<file path="src/rtl/fses_pkg.sv">
`default_nettype none

package fses_pkg;

  localparam int MAX_NOTES   = 8;
  localparam int NUM_EFFECTS = 12;
  localparam int ROM_EFFECTS = 12;
  localparam int ROM_NOTES   = 8;
  localparam int EFFECT_LIMIT = (NUM_EFFECTS < ROM_EFFECTS) ? NUM_EFFECTS : ROM_EFFECTS;

  localparam logic [2:0] CHANNEL_RESET = 3'd4;

  // register map
  localparam logic [7:0] KEY_ADDR      = 8'h08;
  localparam logic [7:0] KEY_ON_BITS   = 8'h48;
  localparam logic [7:0] ALG_ADDR      = 8'h20;
  localparam logic [7:0] ALG_VALUE     = 8'hc7;
  localparam logic [7:0] PMS_ADDR      = 8'h38;
  localparam logic [7:0] KEYCODE_ADDR  = 8'h28;
  localparam logic [7:0] FRAC_ADDR     = 8'h30;
  localparam logic [7:0] OP_BASE_ADDR  = 8'h40;
  localparam logic [7:0] OP_AR_VALUE   = 8'h1f;
  localparam logic [7:0] OP_RR_VALUE   = 8'hff;

  typedef enum logic [2:0] {
    KIND_TICK  = 3'd0,
    KIND_START = 3'd1,
    KIND_STOP  = 3'd2,
    KIND_INIT  = 3'd3,
    KIND_FINAL = 3'd4
  } kind_e;

  typedef enum logic [1:0] {
    CMD_KEYOFF = 2'd0,
    CMD_NOTE   = 2'd1,
    CMD_START  = 2'd2,
    CMD_INIT   = 2'd3
  } cmd_e;

  // Write counts per command
  localparam logic [4:0] LEN_KEYOFF = 5'd1;
  localparam logic [4:0] LEN_NOTE   = 5'd4;
  localparam logic [4:0] LEN_START  = 5'd16;
  localparam logic [4:0] LEN_INIT   = 5'd27;

  typedef struct packed {
    cmd_e       code;
    logic [3:0] effect;
    logic [7:0] key;
  } cmd_t;

  localparam logic [7:0] NOTE_KEY [ROM_EFFECTS][ROM_NOTES] = '{
    '{8'h5a, 8'h6e, 8'h00, 8'h00, 8'h00, 8'h00, 8'h00, 8'h00},
    '{8'h38, 8'h2a, 8'h00, 8'h00, 8'h00, 8'h00, 8'h00, 8'h00},
    '{8'h6e, 8'h00, 8'h00, 8'h00, 8'h00, 8'h00, 8'h00, 8'h00},
    '{8'h6a, 8'h00, 8'h00, 8'h00, 8'h00, 8'h00, 8'h00, 8'h00},
    '{8'h4e, 8'h5a, 8'h66, 8'h72, 8'h00, 8'h00, 8'h00, 8'h00},
    '{8'h4a, 8'h52, 8'h5a, 8'h4a, 8'h52, 8'h5a, 8'h6e, 8'h00},
    '{8'h46, 8'h52, 8'h5e, 8'h6a, 8'h00, 8'h00, 8'h00, 8'h00},
    '{8'h42, 8'h4e, 8'h5a, 8'h66, 8'h72, 8'h00, 8'h00, 8'h00},
    '{8'h36, 8'h2a, 8'h00, 8'h00, 8'h00, 8'h00, 8'h00, 8'h00},
    '{8'h42, 8'h32, 8'h4a, 8'h36, 8'h52, 8'h00, 8'h00, 8'h00},
    '{8'h4a, 8'h5a, 8'h6e, 8'h00, 8'h00, 8'h00, 8'h00, 8'h00},
    '{8'h3e, 8'h46, 8'h52, 8'h00, 8'h00, 8'h00, 8'h00, 8'h00}
  };

  localparam logic [2:0] NOTE_DUR [ROM_EFFECTS][ROM_NOTES] = '{
    '{3'd1, 3'd4, 3'd0, 3'd0, 3'd0, 3'd0, 3'd0, 3'd0},
    '{3'd1, 3'd2, 3'd0, 3'd0, 3'd0, 3'd0, 3'd0, 3'd0},
    '{3'd2, 3'd0, 3'd0, 3'd0, 3'd0, 3'd0, 3'd0, 3'd0},
    '{3'd2, 3'd0, 3'd0, 3'd0, 3'd0, 3'd0, 3'd0, 3'd0},
    '{3'd1, 3'd1, 3'd2, 3'd4, 3'd0, 3'd0, 3'd0, 3'd0},
    '{3'd1, 3'd1, 3'd2, 3'd1, 3'd1, 3'd1, 3'd3, 3'd0},
    '{3'd1, 3'd1, 3'd1, 3'd1, 3'd0, 3'd0, 3'd0, 3'd0},
    '{3'd1, 3'd1, 3'd1, 3'd1, 3'd2, 3'd0, 3'd0, 3'd0},
    '{3'd1, 3'd3, 3'd0, 3'd0, 3'd0, 3'd0, 3'd0, 3'd0},
    '{3'd1, 3'd1, 3'd1, 3'd1, 3'd1, 3'd0, 3'd0, 3'd0},
    '{3'd1, 3'd1, 3'd2, 3'd0, 3'd0, 3'd0, 3'd0, 3'd0},
    '{3'd1, 3'd1, 3'd2, 3'd0, 3'd0, 3'd0, 3'd0, 3'd0}
  };

  localparam logic [3:0] NOTE_COUNT [ROM_EFFECTS] = '{
    4'd2, 4'd2, 4'd1, 4'd1, 4'd4, 4'd7, 4'd4, 4'd5, 4'd2, 4'd5, 4'd3, 4'd3
  };

  // op0 multiple, tl, decay; op3 multiple, tl, decay
  localparam logic [7:0] PATCH [ROM_EFFECTS][6] = '{
    '{8'h01, 8'h0c, 8'h10, 8'h01, 8'h24, 8'h18},
    '{8'h01, 8'h18, 8'h18, 8'h01, 8'h30, 8'h1f},
    '{8'h06, 8'h18, 8'h1f, 8'h01, 8'h08, 8'h1f},
    '{8'h01, 8'h18, 8'h1f, 8'h01, 8'h02, 8'h1f},
    '{8'h03, 8'h18, 8'h10, 8'h01, 8'h10, 8'h10},
    '{8'h02, 8'h18, 8'h18, 8'h01, 8'h14, 8'h14},
    '{8'h03, 8'h08, 8'h10, 8'h01, 8'h20, 8'h18},
    '{8'h05, 8'h10, 8'h1c, 8'h02, 8'h18, 8'h16},
    '{8'h01, 8'h04, 8'h1f, 8'h01, 8'h10, 8'h1f},
    '{8'h07, 8'h04, 8'h1f, 8'h06, 8'h0c, 8'h1f},
    '{8'h02, 8'h0c, 8'h14, 8'h01, 8'h26, 8'h18},
    '{8'h04, 8'h18, 8'h0c, 8'h01, 8'h30, 8'h14}
  };

  function automatic logic [3:0] effect_len(input logic [3:0] eff);
    logic [3:0] n;
    n = NOTE_COUNT[eff];
    if (n > 4'(MAX_NOTES)) n = 4'(MAX_NOTES);
    if (n > 4'(ROM_NOTES)) n = 4'(ROM_NOTES);
    return n;
  endfunction

endpackage

`default_nettype wire

</file>
<file path="src/rtl/fm_sound_effect_sequencer.sv">
// FM sound effect sequencer.
// Input channel (in_valid_i/in_ready_o, kind_i, effect_i) takes tick, start,
// stop, initialize and finalize requests. Output channel (out_valid_o/
// out_ready_i) delivers synthesizer register writes: reg_addr_o, reg_value_o,
// with last_o high on the final write caused by one request.
// cfg_we_i/cfg_wdata_i set the synthesizer channel; write it only while idle.
// The front stage updates playback state when a request is accepted and
// queues a command; a two-entry queue feeds the back stage, which emits one
// write per cycle from the output register while the receiver is ready.
// A request's first write goes through the queue, then the output register.
// Throughput: one write per cycle while the receiver is ready; initialize
// makes 27 writes, start 16, a new note 4, key off 1, other requests none.
// Requests are taken every cycle while the queue has room, so up to two
// commands may be queued, counting the one whose writes are being emitted.
// When the receiver stalls, the current write holds and the queue fills;
// in_ready_o drops once it is full.
// Reset: not initialized, not playing, channel 4, queue and output empty.
`default_nettype none

module fm_sound_effect_sequencer (
  input  wire        clk_i,
  input  wire        rst_ni,
  input  wire        cfg_we_i,
  input  wire  [2:0] cfg_wdata_i,
  input  wire        in_valid_i,
  output logic       in_ready_o,
  input  wire  [2:0] kind_i,
  input  wire  [3:0] effect_i,
  output logic       out_valid_o,
  input  wire        out_ready_i,
  output logic [7:0] reg_addr_o,
  output logic [7:0] reg_value_o,
  output logic       last_o
);
  import fses_pkg::*;

  logic       push, full, pop, head_valid;
  cmd_t       push_cmd, head_cmd;
  logic [2:0] channel;

  fses_front u_front (
    .clk_i       (clk_i),
    .rst_ni      (rst_ni),
    .cfg_we_i    (cfg_we_i),
    .cfg_wdata_i (cfg_wdata_i),
    .in_valid_i  (in_valid_i),
    .in_ready_o  (in_ready_o),
    .kind_i      (kind_i),
    .effect_i    (effect_i),
    .full_i      (full),
    .push_o      (push),
    .cmd_o       (push_cmd),
    .channel_o   (channel)
  );

  fses_fifo u_fifo (
    .clk_i   (clk_i),
    .rst_ni  (rst_ni),
    .push_i  (push),
    .data_i  (push_cmd),
    .full_o  (full),
    .pop_i   (pop),
    .data_o  (head_cmd),
    .valid_o (head_valid)
  );

  fses_back u_back (
    .clk_i        (clk_i),
    .rst_ni       (rst_ni),
    .channel_i    (channel),
    .head_i       (head_cmd),
    .head_valid_i (head_valid),
    .pop_o        (pop),
    .out_valid_o  (out_valid_o),
    .out_ready_i  (out_ready_i),
    .reg_addr_o   (reg_addr_o),
    .reg_value_o  (reg_value_o),
    .last_o       (last_o)
  );

endmodule

`default_nettype wire

</file>
<file path="src/rtl/fses_front.sv">
`default_nettype none

module fses_front (
  input  wire                 clk_i,
  input  wire                 rst_ni,
  input  wire                 cfg_we_i,
  input  wire  [2:0]          cfg_wdata_i,
  input  wire                 in_valid_i,
  output logic                in_ready_o,
  input  wire  [2:0]          kind_i,
  input  wire  [3:0]          effect_i,
  input  wire                 full_i,
  output logic                push_o,
  output fses_pkg::cmd_t      cmd_o,
  output logic [2:0]          channel_o
);
  import fses_pkg::*;

  logic       channel_changed;
  logic [2:0] channel_q;
  logic       ready_q, ready_d;
  logic       playing_q, playing_d;
  logic [3:0] cur_eff_q, cur_eff_d;
  logic [2:0] step_q, step_d;
  logic [2:0] ticks_q, ticks_d;
  logic       accept;
  logic       has_cmd;
  logic [3:0] next_step;
  logic [3:0] cur_len;

  assign in_ready_o = !full_i;
  assign accept     = in_valid_i && in_ready_o;
  assign next_step  = {1'b0, step_q} + 4'd1;
  assign cur_len    = effect_len(cur_eff_q);
  assign channel_o  = channel_q;
  assign channel_changed = cfg_we_i;

  always_comb begin
    ready_d   = ready_q;
    playing_d = playing_q;
    cur_eff_d = cur_eff_q;
    step_d    = step_q;
    ticks_d   = ticks_q;
    has_cmd   = 1'b0;
    cmd_o     = '{code: CMD_KEYOFF, effect: effect_i, key: 8'h00};
    case (kind_i)
      KIND_TICK: begin
        if (playing_q && ticks_q != 3'd0) begin
          ticks_d = ticks_q - 3'd1;
          if (ticks_q == 3'd1) begin
            step_d  = next_step[2:0];
            has_cmd = 1'b1;
            if (next_step >= cur_len) begin
              playing_d = 1'b0;
            end else begin
              ticks_d    = NOTE_DUR[cur_eff_q][next_step[2:0]];
              cmd_o.code = CMD_NOTE;
              cmd_o.key  = NOTE_KEY[cur_eff_q][next_step[2:0]];
            end
          end
        end
      end
      KIND_START: begin
        if (ready_q && effect_i < 4'(EFFECT_LIMIT)) begin
          has_cmd    = 1'b1;
          cmd_o.code = CMD_START;
          cmd_o.key  = NOTE_KEY[effect_i][0];
          cur_eff_d  = effect_i;
          playing_d  = 1'b1;
          step_d     = 3'd0;
          ticks_d    = NOTE_DUR[effect_i][0];
        end
      end
      KIND_STOP, KIND_FINAL: begin
        has_cmd   = ready_q;
        playing_d = 1'b0;
        cur_eff_d = 4'd0;
        step_d    = 3'd0;
        ticks_d   = 3'd0;
        if (kind_i == KIND_FINAL) ready_d = 1'b0;
      end
      KIND_INIT: begin
        has_cmd    = 1'b1;
        cmd_o.code = CMD_INIT;
        ready_d    = 1'b1;
        playing_d  = 1'b0;
        cur_eff_d  = 4'd0;
        step_d     = 3'd0;
        ticks_d    = 3'd0;
      end
      default: ;
    endcase
  end

  assign push_o = accept && has_cmd;

  always_ff @(posedge clk_i or negedge rst_ni) begin
    if (!rst_ni) begin
      channel_q <= CHANNEL_RESET;
      ready_q   <= 1'b0;
      playing_q <= 1'b0;
      cur_eff_q <= 4'd0;
      step_q    <= 3'd0;
      ticks_q   <= 3'd0;
    end else begin
      if (channel_changed) channel_q <= cfg_wdata_i;
      if (accept) begin
        ready_q   <= ready_d;
        playing_q <= playing_d;
        cur_eff_q <= cur_eff_d;
        step_q    <= step_d;
        ticks_q   <= ticks_d;
      end
    end
  end

  // a playing note always has time left and stays inside its list
  assert property (@(posedge clk_i) disable iff (!rst_ni)
    playing_q |-> (ticks_q != 3'd0 && {1'b0, step_q} < cur_len))
    else $error("front: playing with no note left");

  assert property (@(posedge clk_i) disable iff (!rst_ni)
    playing_q |-> ready_q)
    else $error("front: playing while not initialized");

endmodule

`default_nettype wire

</file>
<file path="src/rtl/fses_fifo.sv">
`default_nettype none

module fses_fifo (
  input  wire             clk_i,
  input  wire             rst_ni,
  input  wire             push_i,
  input  fses_pkg::cmd_t  data_i,
  output logic            full_o,
  input  wire             pop_i,
  output fses_pkg::cmd_t  data_o,
  output logic            valid_o
);
  import fses_pkg::*;

  cmd_t       mem_q [2];
  logic       wr_ptr_q;
  logic       rd_ptr_q;
  logic [1:0] count_q;

  assign full_o  = count_q == 2'd2;
  assign valid_o = count_q != 2'd0;
  assign data_o  = mem_q[rd_ptr_q];

  always_ff @(posedge clk_i) begin
    if (push_i) mem_q[wr_ptr_q] <= data_i;
  end

  always_ff @(posedge clk_i or negedge rst_ni) begin
    if (!rst_ni) begin
      wr_ptr_q <= 1'b0;
      rd_ptr_q <= 1'b0;
      count_q  <= 2'd0;
    end else begin
      if (push_i) wr_ptr_q <= !wr_ptr_q;
      if (pop_i) rd_ptr_q <= !rd_ptr_q;
      count_q <= count_q + {1'b0, push_i} - {1'b0, pop_i};
    end
  end

  assert property (@(posedge clk_i) disable iff (!rst_ni)
    (push_i |-> !full_o) and (pop_i |-> valid_o))
    else $error("fifo: overflow or underflow");

endmodule

`default_nettype wire

</file>
<file path="src/rtl/fses_back.sv">
`default_nettype none

module fses_back (
  input  wire             clk_i,
  input  wire             rst_ni,
  input  wire  [2:0]      channel_i,
  input  fses_pkg::cmd_t  head_i,
  input  wire             head_valid_i,
  output logic            pop_o,
  output logic            out_valid_o,
  input  wire             out_ready_i,
  output logic [7:0]      reg_addr_o,
  output logic [7:0]      reg_value_o,
  output logic            last_o
);
  import fses_pkg::*;

  typedef enum logic [1:0] {
    WR_NOTE = 2'd0,
    WR_OP   = 2'd1,
    WR_ALG  = 2'd2,
    WR_PMS  = 2'd3
  } wr_e;

  logic [4:0] idx_q, idx_d;
  logic       out_valid_q;
  logic [7:0] addr_q, value_q;
  logic       last_q;

  logic [4:0] seq_len;
  logic       advance, load, entry_last;
  wr_e        wr;
  logic [1:0] slot;
  logic [2:0] op_reg;
  logic [1:0] part;
  logic [4:0] j;
  logic [7:0] p_mul, p_tl, p_dec;
  logic [7:0] ch8;
  logic [7:0] addr_d, value_d;

  assign ch8 = {5'd0, channel_i};
  assign j   = idx_q - 5'd3;

  always_comb begin
    wr     = WR_NOTE;
    slot   = 2'd0;
    op_reg = 3'd0;
    part   = 2'd0;
    p_mul  = 8'h00;
    p_tl   = 8'h00;
    p_dec  = 8'h00;
    unique case (head_i.code)
      CMD_KEYOFF: seq_len = LEN_KEYOFF;
      CMD_NOTE: begin
        seq_len = LEN_NOTE;
        part    = idx_q[1:0];
      end
      CMD_START: begin
        seq_len = LEN_START;
        if (idx_q < 5'd6) begin
          wr     = WR_OP;
          op_reg = idx_q[2:0];
        end else if (idx_q < 5'd12) begin
          wr     = WR_OP;
          slot   = 2'd3;
          op_reg = 3'(idx_q - 5'd6);
        end else begin
          part = 2'(idx_q - 5'd12);
        end
        if (slot == 2'd0) begin
          p_mul = PATCH[head_i.effect][0];
          p_tl  = PATCH[head_i.effect][1];
          p_dec = PATCH[head_i.effect][2];
        end else begin
          p_mul = PATCH[head_i.effect][3];
          p_tl  = PATCH[head_i.effect][4];
          p_dec = PATCH[head_i.effect][5];
        end
      end
      CMD_INIT: begin
        seq_len = LEN_INIT;
        if (idx_q == 5'd1) begin
          wr = WR_ALG;
        end else if (idx_q == 5'd2) begin
          wr = WR_PMS;
        end else if (idx_q != 5'd0) begin
          wr = WR_OP;
          // six writes per operator
          if (j >= 5'd18) begin
            slot = 2'd3; op_reg = 3'(j - 5'd18);
          end else if (j >= 5'd12) begin
            slot = 2'd2; op_reg = 3'(j - 5'd12);
          end else if (j >= 5'd6) begin
            slot = 2'd1; op_reg = 3'(j - 5'd6);
          end else begin
            op_reg = j[2:0];
          end
        end
        case (slot)
          2'd0: begin p_mul = 8'h01; p_tl = 8'h14; p_dec = 8'h18; end
          2'd1: begin p_mul = 8'h02; p_tl = 8'h7f; p_dec = 8'h00; end
          2'd2: begin p_mul = 8'h01; p_tl = 8'h7f; p_dec = 8'h00; end
          default: begin p_mul = 8'h01; p_tl = 8'h28; p_dec = 8'h1f; end
        endcase
      end
      default: seq_len = LEN_KEYOFF;
    endcase
  end

  always_comb begin
    addr_d  = KEY_ADDR;
    value_d = ch8;
    unique case (wr)
      WR_ALG: begin
        addr_d  = ALG_ADDR + ch8;
        value_d = ALG_VALUE;
      end
      WR_PMS: begin
        addr_d  = PMS_ADDR + ch8;
        value_d = 8'h00;
      end
      WR_OP: begin
        addr_d = OP_BASE_ADDR + {op_reg, 5'd0} + {3'd0, slot, 3'd0} + ch8;
        case (op_reg)
          3'd0:    value_d = p_mul;
          3'd1:    value_d = p_tl;
          3'd2:    value_d = OP_AR_VALUE;
          3'd3:    value_d = p_dec;
          3'd5:    value_d = OP_RR_VALUE;
          default: value_d = 8'h00;
        endcase
      end
      WR_NOTE: begin
        case (part)
          2'd1: begin addr_d = KEYCODE_ADDR + ch8; value_d = head_i.key; end
          2'd2: begin addr_d = FRAC_ADDR + ch8;    value_d = 8'h00;      end
          2'd3: begin addr_d = KEY_ADDR;           value_d = KEY_ON_BITS | ch8; end
          default: begin addr_d = KEY_ADDR;        value_d = ch8;        end
        endcase
      end
      default: ;
    endcase
  end

  assign entry_last = idx_q == seq_len - 5'd1;
  assign advance    = !out_valid_q || out_ready_i;
  assign load       = advance && head_valid_i;
  assign pop_o      = load && entry_last;
  assign idx_d      = entry_last ? 5'd0 : idx_q + 5'd1;

  always_ff @(posedge clk_i or negedge rst_ni) begin
    if (!rst_ni) begin
      idx_q       <= 5'd0;
      out_valid_q <= 1'b0;
    end else begin
      if (load) idx_q <= idx_d;
      if (advance) out_valid_q <= head_valid_i;
    end
  end

  always_ff @(posedge clk_i) begin
    if (load) begin
      addr_q  <= addr_d;
      value_q <= value_d;
      last_q  <= entry_last;
    end
  end

  assign out_valid_o = out_valid_q;
  assign reg_addr_o  = addr_q;
  assign reg_value_o = value_q;
  assign last_o      = last_q;

  assert property (@(posedge clk_i) disable iff (!rst_ni)
    head_valid_i |-> idx_q < seq_len)
    else $error("back: write index past end of command");

  assert property (@(posedge clk_i) disable iff (!rst_ni)
    (out_valid_q && !out_ready_i) |=> $stable(idx_q))
    else $error("back: index moved while output stalled");

  assert property (@(posedge clk_i) disable iff (!rst_ni)
    !head_valid_i |-> idx_q == 5'd0)
    else $error("back: partial command with empty queue");

endmodule

`default_nettype wire
</file>
<file path="config.mk">
export PLATFORM = sky130hd
export DESIGN_NAME = fm_sound_effect_sequencer
export DESIGN_NICKNAME = d
export VERILOG_FILES = /design/src/rtl/fses_pkg.sv /design/src/rtl/fm_sound_effect_sequencer.sv /design/src/rtl/fses_front.sv /design/src/rtl/fses_fifo.sv /design/src/rtl/fses_back.sv
export SDC_FILE = /design/constraint.sdc
export NUM_CORES = 1
export LEC_CHECK = 0
export BUFFER_PORTS_ARGS = -buffer_cell sky130_fd_sc_hd__buf_2
export CORE_MARGIN = 4
export CORE_UTILIZATION = 55
export DETAILED_ROUTE_END_ITERATION = 7
export GPL_TIMING_DRIVEN = 0
export PLACE_DENSITY = 0.73
export SLEW_MARGIN = 20
export SYNTH_ARGS = -nofsm -noshare
export SYNTH_HDL_FRONTEND = slang
export SYNTH_SLANG_ARGS = --single-unit
</file>
<file path="constraint.sdc">
create_clock -name clk_i -period 3.7 [get_ports clk_i]
set_clock_uncertainty 0.15 [all_clocks]
set_input_delay 0.185 -clock clk_i [delete_from_list [all_inputs] [get_ports clk_i]]
set_output_delay 0.185 -clock clk_i [all_outputs]
set_load 0.02 [all_outputs]
</file>
==> impl_metrics.env, run 1 <==
export IMPL_outcome="finished, final reports clean"
export IMPL_critical_path_buf_inv_count=2
export IMPL_tightest_slew_ns=0.976
export IMPL_multi_input_area_sq_mm=0.00335
export IMPL_path_class="reg2reg"
export IMPL_antenna_found_initial=0
export IMPL_fp_dieArea_sq_mm=0.0117
export IMPL_core_area_sq_mm=0.00977
export IMPL_synthCells=631
export IMPL_drv_slew=0
export IMPL_drt_iter0_drc=274
export IMPL_path_cells="inv_1, ha_2, inv_1, ha_1, nor2_1, a2bb2oi_2, a31oi_4, a21oi_1, nor2_1, ha_1, a21oi_1, a211oi_1, a211o_1"
export IMPL_slew_headroom_pct=34.7
export IMPL_drt_total_wl_microns=14000
export IMPL_crit_family="compound AO/OA/AOI/OAI gates"
export IMPL_synth_top_cell_area_share_pct=22.3
export IMPL_power_density_mw_per_mm2=907
export IMPL_hold_path_class="in2reg"
export IMPL_synth_cell_types=79
export IMPL_post_cts_buffers=0
export IMPL_synth_area_per_cell_sq_um=8.76
export IMPL_dp_slack_ns=0.0632
export IMPL_via_per_inst=6.10
export IMPL_routedWlPerCell_microns=17.1
export IMPL_antenna_cells=0
export IMPL_cts_buffers=9
export IMPL_p_total_mw=5.59
export IMPL_rsz0062_at_grt="false"
export IMPL_rr_worst_depth=13
export IMPL_cts_root_buf="clkbuf_8"
export IMPL_maxCapViolations=0
export IMPL_grt_pass1_wl_microns=23600
export IMPL_grt_pass1_vias=4910
export IMPL_nets=743
export IMPL_firstDrtPassIters=4
export IMPL_hpwl_microns=10600
export IMPL_cts_tree="done"
export IMPL_yosys_most_used_dff="edfxtp_1"
export IMPL_slowest_stage="dfrtp_2"
export IMPL_synth_seq_area_share_pct=33.6
export IMPL_fin_crit_ns=3.51
export IMPL_synthTopCellsByArea="edfxtp_1, dfrtp_1, ha_1"
export IMPL_ys_ff_latch=66
export IMPL_fp_dieW_microns=108
export IMPL_area_delta_synth_final_pct=11.4
export IMPL_clk_path_buf_depth=2
export IMPL_grt_util_all_layers_pct=25.1
export IMPL_h_tree_depth=3
export IMPL_clk_latency_ns=0.35
export IMPL_worst_path_stages=13
export IMPL_endpoint_kind="flip-flop"
export IMPL_p_leak_nw=2.53
export IMPL_required_ns=3.64
export IMPL_critPathMaxFanout=8
export IMPL_place_gp_congestion=0.922
export IMPL_syn_area_sq_mm=0.00553
export IMPL_post_route_period_util_pct=94.8
export IMPL_drive_above_1_share_pct=14.4
export IMPL_yosys_warnings=0
export IMPL_cpPeakStageDelay_ns=0.46
export IMPL_yosys_area_top_type="edfxtp_1"
export IMPL_numPortBuffers=31
export IMPL_cts_sinks=66
export IMPL_async_reset_ff_share_pct=37.9
export IMPL_initial_utilization_pct=56.5
export IMPL_fin_ws_ns=0.192
export IMPL_clk_pin_slew_ns=0.08
export IMPL_ant_nets=0
export IMPL_fin_tns_setup_ns=0
export IMPL_startpoint_type="flip-flop"
export IMPL_synth_edff_count=41
export IMPL_critPathArrivalTime_ns=3.45
export IMPL_syn_num_nets=693
export IMPL_die_y_microns=108
export IMPL_drc_errors=0
export IMPL_ir_worst_vdd_mv=0.340
export IMPL_min_delay_path_depth=1
export IMPL_max_freq_mhz=285
export IMPL_seqCellArea_sq_mm=0.00186
export IMPL_setup_violations=0
export IMPL_grt_max_degree=26
export IMPL_rows=36
export IMPL_hold_viol_final=0
export IMPL_nFillCells=872
export IMPL_ios=34
export IMPL_grt_overflow=0
export IMPL_via_count=4995
## cells in the mapped netlist, types with 3 or more instances
cell type,n
nand2_1,77
nor2_1,50
o21ai_0,48
ha_1,47
edfxtp_1,41
a21oi_1,39
inv_1,33
dfrtp_1,24
clkbuf_1,22
nand3_1,17
nand2b_1,13
mux2i_1,12
nor3_1,12
o22ai_1,12
mux2_2,11
o211ai_1,11
xnor2_1,11
a31oi_1,10
buf_2,7
buf_6,7
nor2b_1,7
o21a_1,7
o31ai_1,6
a21o_1,5
and2_1,5
nor4_1,5
or3_1,5
a211oi_1,4
a311oi_1,4
o311a_1,4
o311ai_1,4
xor2_1,4
a211o_1,3
a221oi_1,3
a22oi_1,3
and3_1,3
## sequential cells by signal, indices dropped and copies added (netlist names), 2 cells and up
signal / flops
u_back.idx_q: 5
u_front.channel_o: 3
u_back.reg_value_o: 8
u_front.step_q: 3
u_back.reg_addr_o: 8
u_front.ticks_q: 3
u_fifo.mem_q: 24
u_front.cur_eff_q: 4
u_fifo.count_q: 2
## layer usage
layer	part of all wire [%]	up-vias	GRT usage, %
met5	0	-	0
li1	-	2414	-
met2	51	193	46.1
met3	5.2	33	3.28
met1	41	2355	29.5
met4	3.1	0	10.1
## what timing repair did
action                                  CTS  global route
gates resized for setup                   0             9
endpoints found under the setup margin    0            10
hold buffers                             10             0
hold endpoints to repair                 32             0
## layout by cell type (no fill, tap or decap), types with 13 or more instances in the layout
| cell type | count |
|---|---|
| nor2_1 | 50 |
| dfrtp_1 | 21 |
| a21oi_1 | 39 |
| ha_1 | 46 |
| buf_2 | 37 |
| inv_1 | 33 |
| edfxtp_1 | 41 |
| nand3_1 | 17 |
| clkbuf_1 | 20 |
| o21ai_0 | 48 |
| nand2_1 | 77 |
| nand2b_1 | 13 |
## power breakdown
| part | internal (mW) | switching, mW |
|---|---|---|
| registers | 1.07 | 0.145 |
| logic | 1.44 | 2.35 |
| clock network | 0.283 | 0.295 |
## metrics by stage
stage,hold WS (ns),std cells,util [%],cell area (sq um)
floorplan,-0.261,631,-,5530
global placement,0.0530,795,59.8,5850
detailed placement,0.0676,795,59.8,5850
CTS,0.000762,821,62.7,6130
global route,0.000421,819,63.0,6160
finish,0.0150,819,63.0,6160
## kinds of logic after synthesis
group	Yosys count	share of synthesized area (%)
AND/OR/NAND/NOR	208	17.6
adder cells (fa/ha/maj)	47	10.6
flip-flops	66	33.6
AO/OA/AOI/OAI	196	24.6
multiplexers	24	4.66
XOR/XNOR	16	2.67
buffers and inverters	74	6.20
## final timing paths
path	from	to	slack (ns)
hold reg to reg	u_fifo.wr_ptr_q	u_fifo.wr_ptr_q	0.35
setup / recovery	u_back.idx_q[1]	u_back.reg_value_o[3]	0.19
setup reg to reg	u_back.idx_q[1]	u_back.reg_value_o[3]	0.19
min in group asynchronous	rst_ni	u_front.ticks_q[2]	0.21
max in group asynchronous	rst_ni	u_back.idx_q[1]	2.76
hold / removal	effect_i[0]	u_fifo.mem_q[1][8]	0.02
## final cells by class
class                           count  area share, %
Multi-Input combinational cell    491           54.4
Clock buffer                       10           2.42
Clock inverter                      6          0.589
Timing Repair Buffer               41           4.14
Buffer                             37           3.35
Sequential cell                    66           30.2
Inverter                           35           2.13
Tap cell                          133           2.70
No activity file was read; power rests on OpenSTA's default activity.
==> inputs of run 2 (changes only) <==
--- a/config.mk
+++ b/config.mk
@@ -5,12 +5,14 @@
 export SDC_FILE = /design/constraint.sdc
 export NUM_CORES = 1
 export LEC_CHECK = 0
+export ABC_CLOCK_PERIOD_IN_PS = 3700
 export BUFFER_PORTS_ARGS = -buffer_cell sky130_fd_sc_hd__buf_2
+export CORE_ASPECT_RATIO = 1.4
 export CORE_MARGIN = 4
-export CORE_UTILIZATION = 55
+export CORE_UTILIZATION = 62
 export DETAILED_ROUTE_END_ITERATION = 7
 export GPL_TIMING_DRIVEN = 0
-export PLACE_DENSITY = 0.73
+export PLACE_DENSITY = 0.81
 export SLEW_MARGIN = 20
 export SYNTH_ARGS = -nofsm -noshare
 export SYNTH_HDL_FRONTEND = slang
==> run 2 against run 1 <==
Effect of this change: sequential power about the same; register-to-register slack barely moved; via count up 1.6%; hold slack worse by 0.0033 ns; clock power rose by 51%; setup slack improved by 0.0078 ns.
==> impl_metrics.env, run 2 (same netlist as run 1, synthesis figures left out) <==
export IMPL_outcome="finished, final reports clean"
export IMPL_firstDrtPassIters=7
export IMPL_hpwl_microns=11100
export IMPL_grt_pass1_wl_microns=24100
export IMPL_final_cell_mix="nand2_1, nor2_1, o21ai_0"
export IMPL_post_route_period_util_pct=94.6
export IMPL_path_class="reg2reg"
export IMPL_grt_overflow=0
export IMPL_via_count=5076
export IMPL_fin_cells=789
export IMPL_cts_tree="done"
export IMPL_p_sw_mw=2.84
export IMPL_setup_violations=0
export IMPL_switching_share_pct=47.8
export IMPL_fp_dieArea_sq_mm=0.0105
export IMPL_grt_max_degree=26
export IMPL_initial_utilization_pct=63.8
export IMPL_p_leak_nw=2.59
export IMPL_critPathArrivalTime_ns=3.42
export IMPL_grt_util_all_layers_pct=29.2
export IMPL_post_cts_buffers=0
export IMPL_placed_cell_area_sq_mm=0.00581
export IMPL_clk_path_buf_depth=2
export IMPL_dp_slack_ns=0.0962
export IMPL_power_share_combinational_pct=64.6
export IMPL_pwr_share_clk_pct=14.7
export IMPL_rsz0062_at_grt="false"
export IMPL_numPortBuffers=31
export IMPL_maxCapViolations=0
export IMPL_antenna_cells=0
export IMPL_ant_nets=0
export IMPL_drc_errors=0
export IMPL_fin_hold_ws_ns=0.0117
export IMPL_area_delta_synth_final_pct=12.7
export IMPL_power_frac_seq_pct=20.7
export IMPL_max_freq_mhz=286
export IMPL_hold_viol_final=0
export IMPL_largest_reg_flops=24
export IMPL_fin_ws_ns=0.200
export IMPL_startpoint_type="flip-flop"
export IMPL_h_tree_depth=3
export IMPL_fin_crit_ns=3.50
export IMPL_fp_dieW_microns=87.8
export IMPL_ir_worst_vdd_mv=0.651
export IMPL_placed_cells=767
export IMPL_endpoint_kind="flip-flop"
export IMPL_tightest_slew_ns=1.01
export IMPL_power_density_mw_per_mm2=953
export IMPL_grt_pass1_vias=5071
export IMPL_drv_slew=0
export IMPL_p_int_mw=3.10
export IMPL_clk_latency_ns=0.33
export IMPL_fin_tns_setup_ns=0
export IMPL_antenna_found_initial=0
export IMPL_routedWlPerCell_microns=18.6
export IMPL_nets=741
export IMPL_cts_root_buf="clkbuf_16"
export IMPL_critPathMaxFanout=10
export IMPL_rows=40
export IMPL_cts_sinks=66
export IMPL_drive_above_1_share_pct=14.6
export IMPL_fin_util_pct=71.9
export IMPL_drt_iter0_drc=442
export IMPL_layout_commonest_cell="nand2_1"
export IMPL_postLayoutCellArea_sq_mm=0.00623
export IMPL_cts_buffers=9
export IMPL_hold_path_class="in2reg"
export IMPL_ios=34
export IMPL_core_area_sq_mm=0.00866
export IMPL_required_ns=3.62
export IMPL_via_per_inst=6.43
export IMPL_clk_pin_slew_ns=0.06
export IMPL_slew_headroom_pct=32.1
export IMPL_p_total_mw=5.93
export IMPL_regMostFlops="u_fifo.mem_q"
export IMPL_die_y_microns=120
export IMPL_place_gp_congestion=0.975
export IMPL_drt_total_wl_microns=14700
run 2: changes by cell type in the layout (fill, tap and decap cells not counted), sizes merged:
cell,change
bufinv,+1
clkbuf,+2
dlygate4sd3,-2
clkinv,-1
inv,-2
run 2: area by class of cell:
class | count | area (sq um)
Fill cell | 677 | 2430
Tap cell | 105 | 131
Sequential cell | 66 | 1860
Clock inverter | 4 | 46.3
Multi-Input combinational cell | 491 | 3350
Inverter | 35 | 131
Clock buffer | 12 | 268
Buffer | 37 | 209
Timing Repair Buffer | 39 | 235
run 2: repair_timing:
item | in CTS | in global routing
endpoints found under the hold margin | 32 | 0
resized for setup | 0 | 12
endpoints found under the setup margin | 0 | 10
hold buffers | 8 | 0
run 2: final timing paths:
kind / end / cells past startpoint / slack, ns / startpoint
worst max-delay path: u_back.reg_value_o[3] / 13 / 0.20 / u_back.idx_q[0]
worst min-delay path: u_front.channel_o[1] / 2 / 0.01 / cfg_we_i
worst max register to register: u_back.reg_value_o[3] / 13 / 0.20 / u_back.idx_q[0]
worst min register to register: u_back.out_valid_o / 2 / 0.35 / u_back.out_valid_o
max in group asynchronous: u_back.idx_q[1] / 2 / 2.68 / rst_ni
min in group asynchronous: u_front.ticks_q[2] / 2 / 0.27 / rst_ni
run 2: per-layer routing:
| metal | vias to the layer above | wire length, microns | track usage [%] |
|---|---|---|---|
| li1 | 2409 | - | - |
| met2 | 218 | 8040 | 54.2 |
| met4 | 0 | 867 | 18.4 |
| met1 | 2383 | 5150 | 29.1 |
| met3 | 66 | 643 | 4.40 |
| met5 | - | 0 | 0 |
run 2: worst max-delay path: stages (launching register included):
cell	delay, ns
dfrtp_1	0.45
ha_1	0.24
buf_6	0.14
xnor2_2	0.27
inv_2	0.13
ha_1	0.21
a21oi_1	0.14
o2111ai_2	0.16
and2_4	0.20
nor3_1	0.25
o31ai_2	0.14
buf_6	0.16
o311a_1	0.35
a211o_1	0.25
run 2: power groups by stage:
stage / Combinational (mW) / Clock [mW] / Sequential (mW)
2_1_floorplan: 2.71 / 0 / 1.33
3_5_place_dp: 3.67 / 0 / 1.24
6_report: 3.83 / 0.874 / 1.23
3_3_place_gp: 3.59 / 0 / 1.22
5_1_grt: 4.19 / 0.915 / 1.25
4_1_cts: 3.72 / 0.885 / 1.22
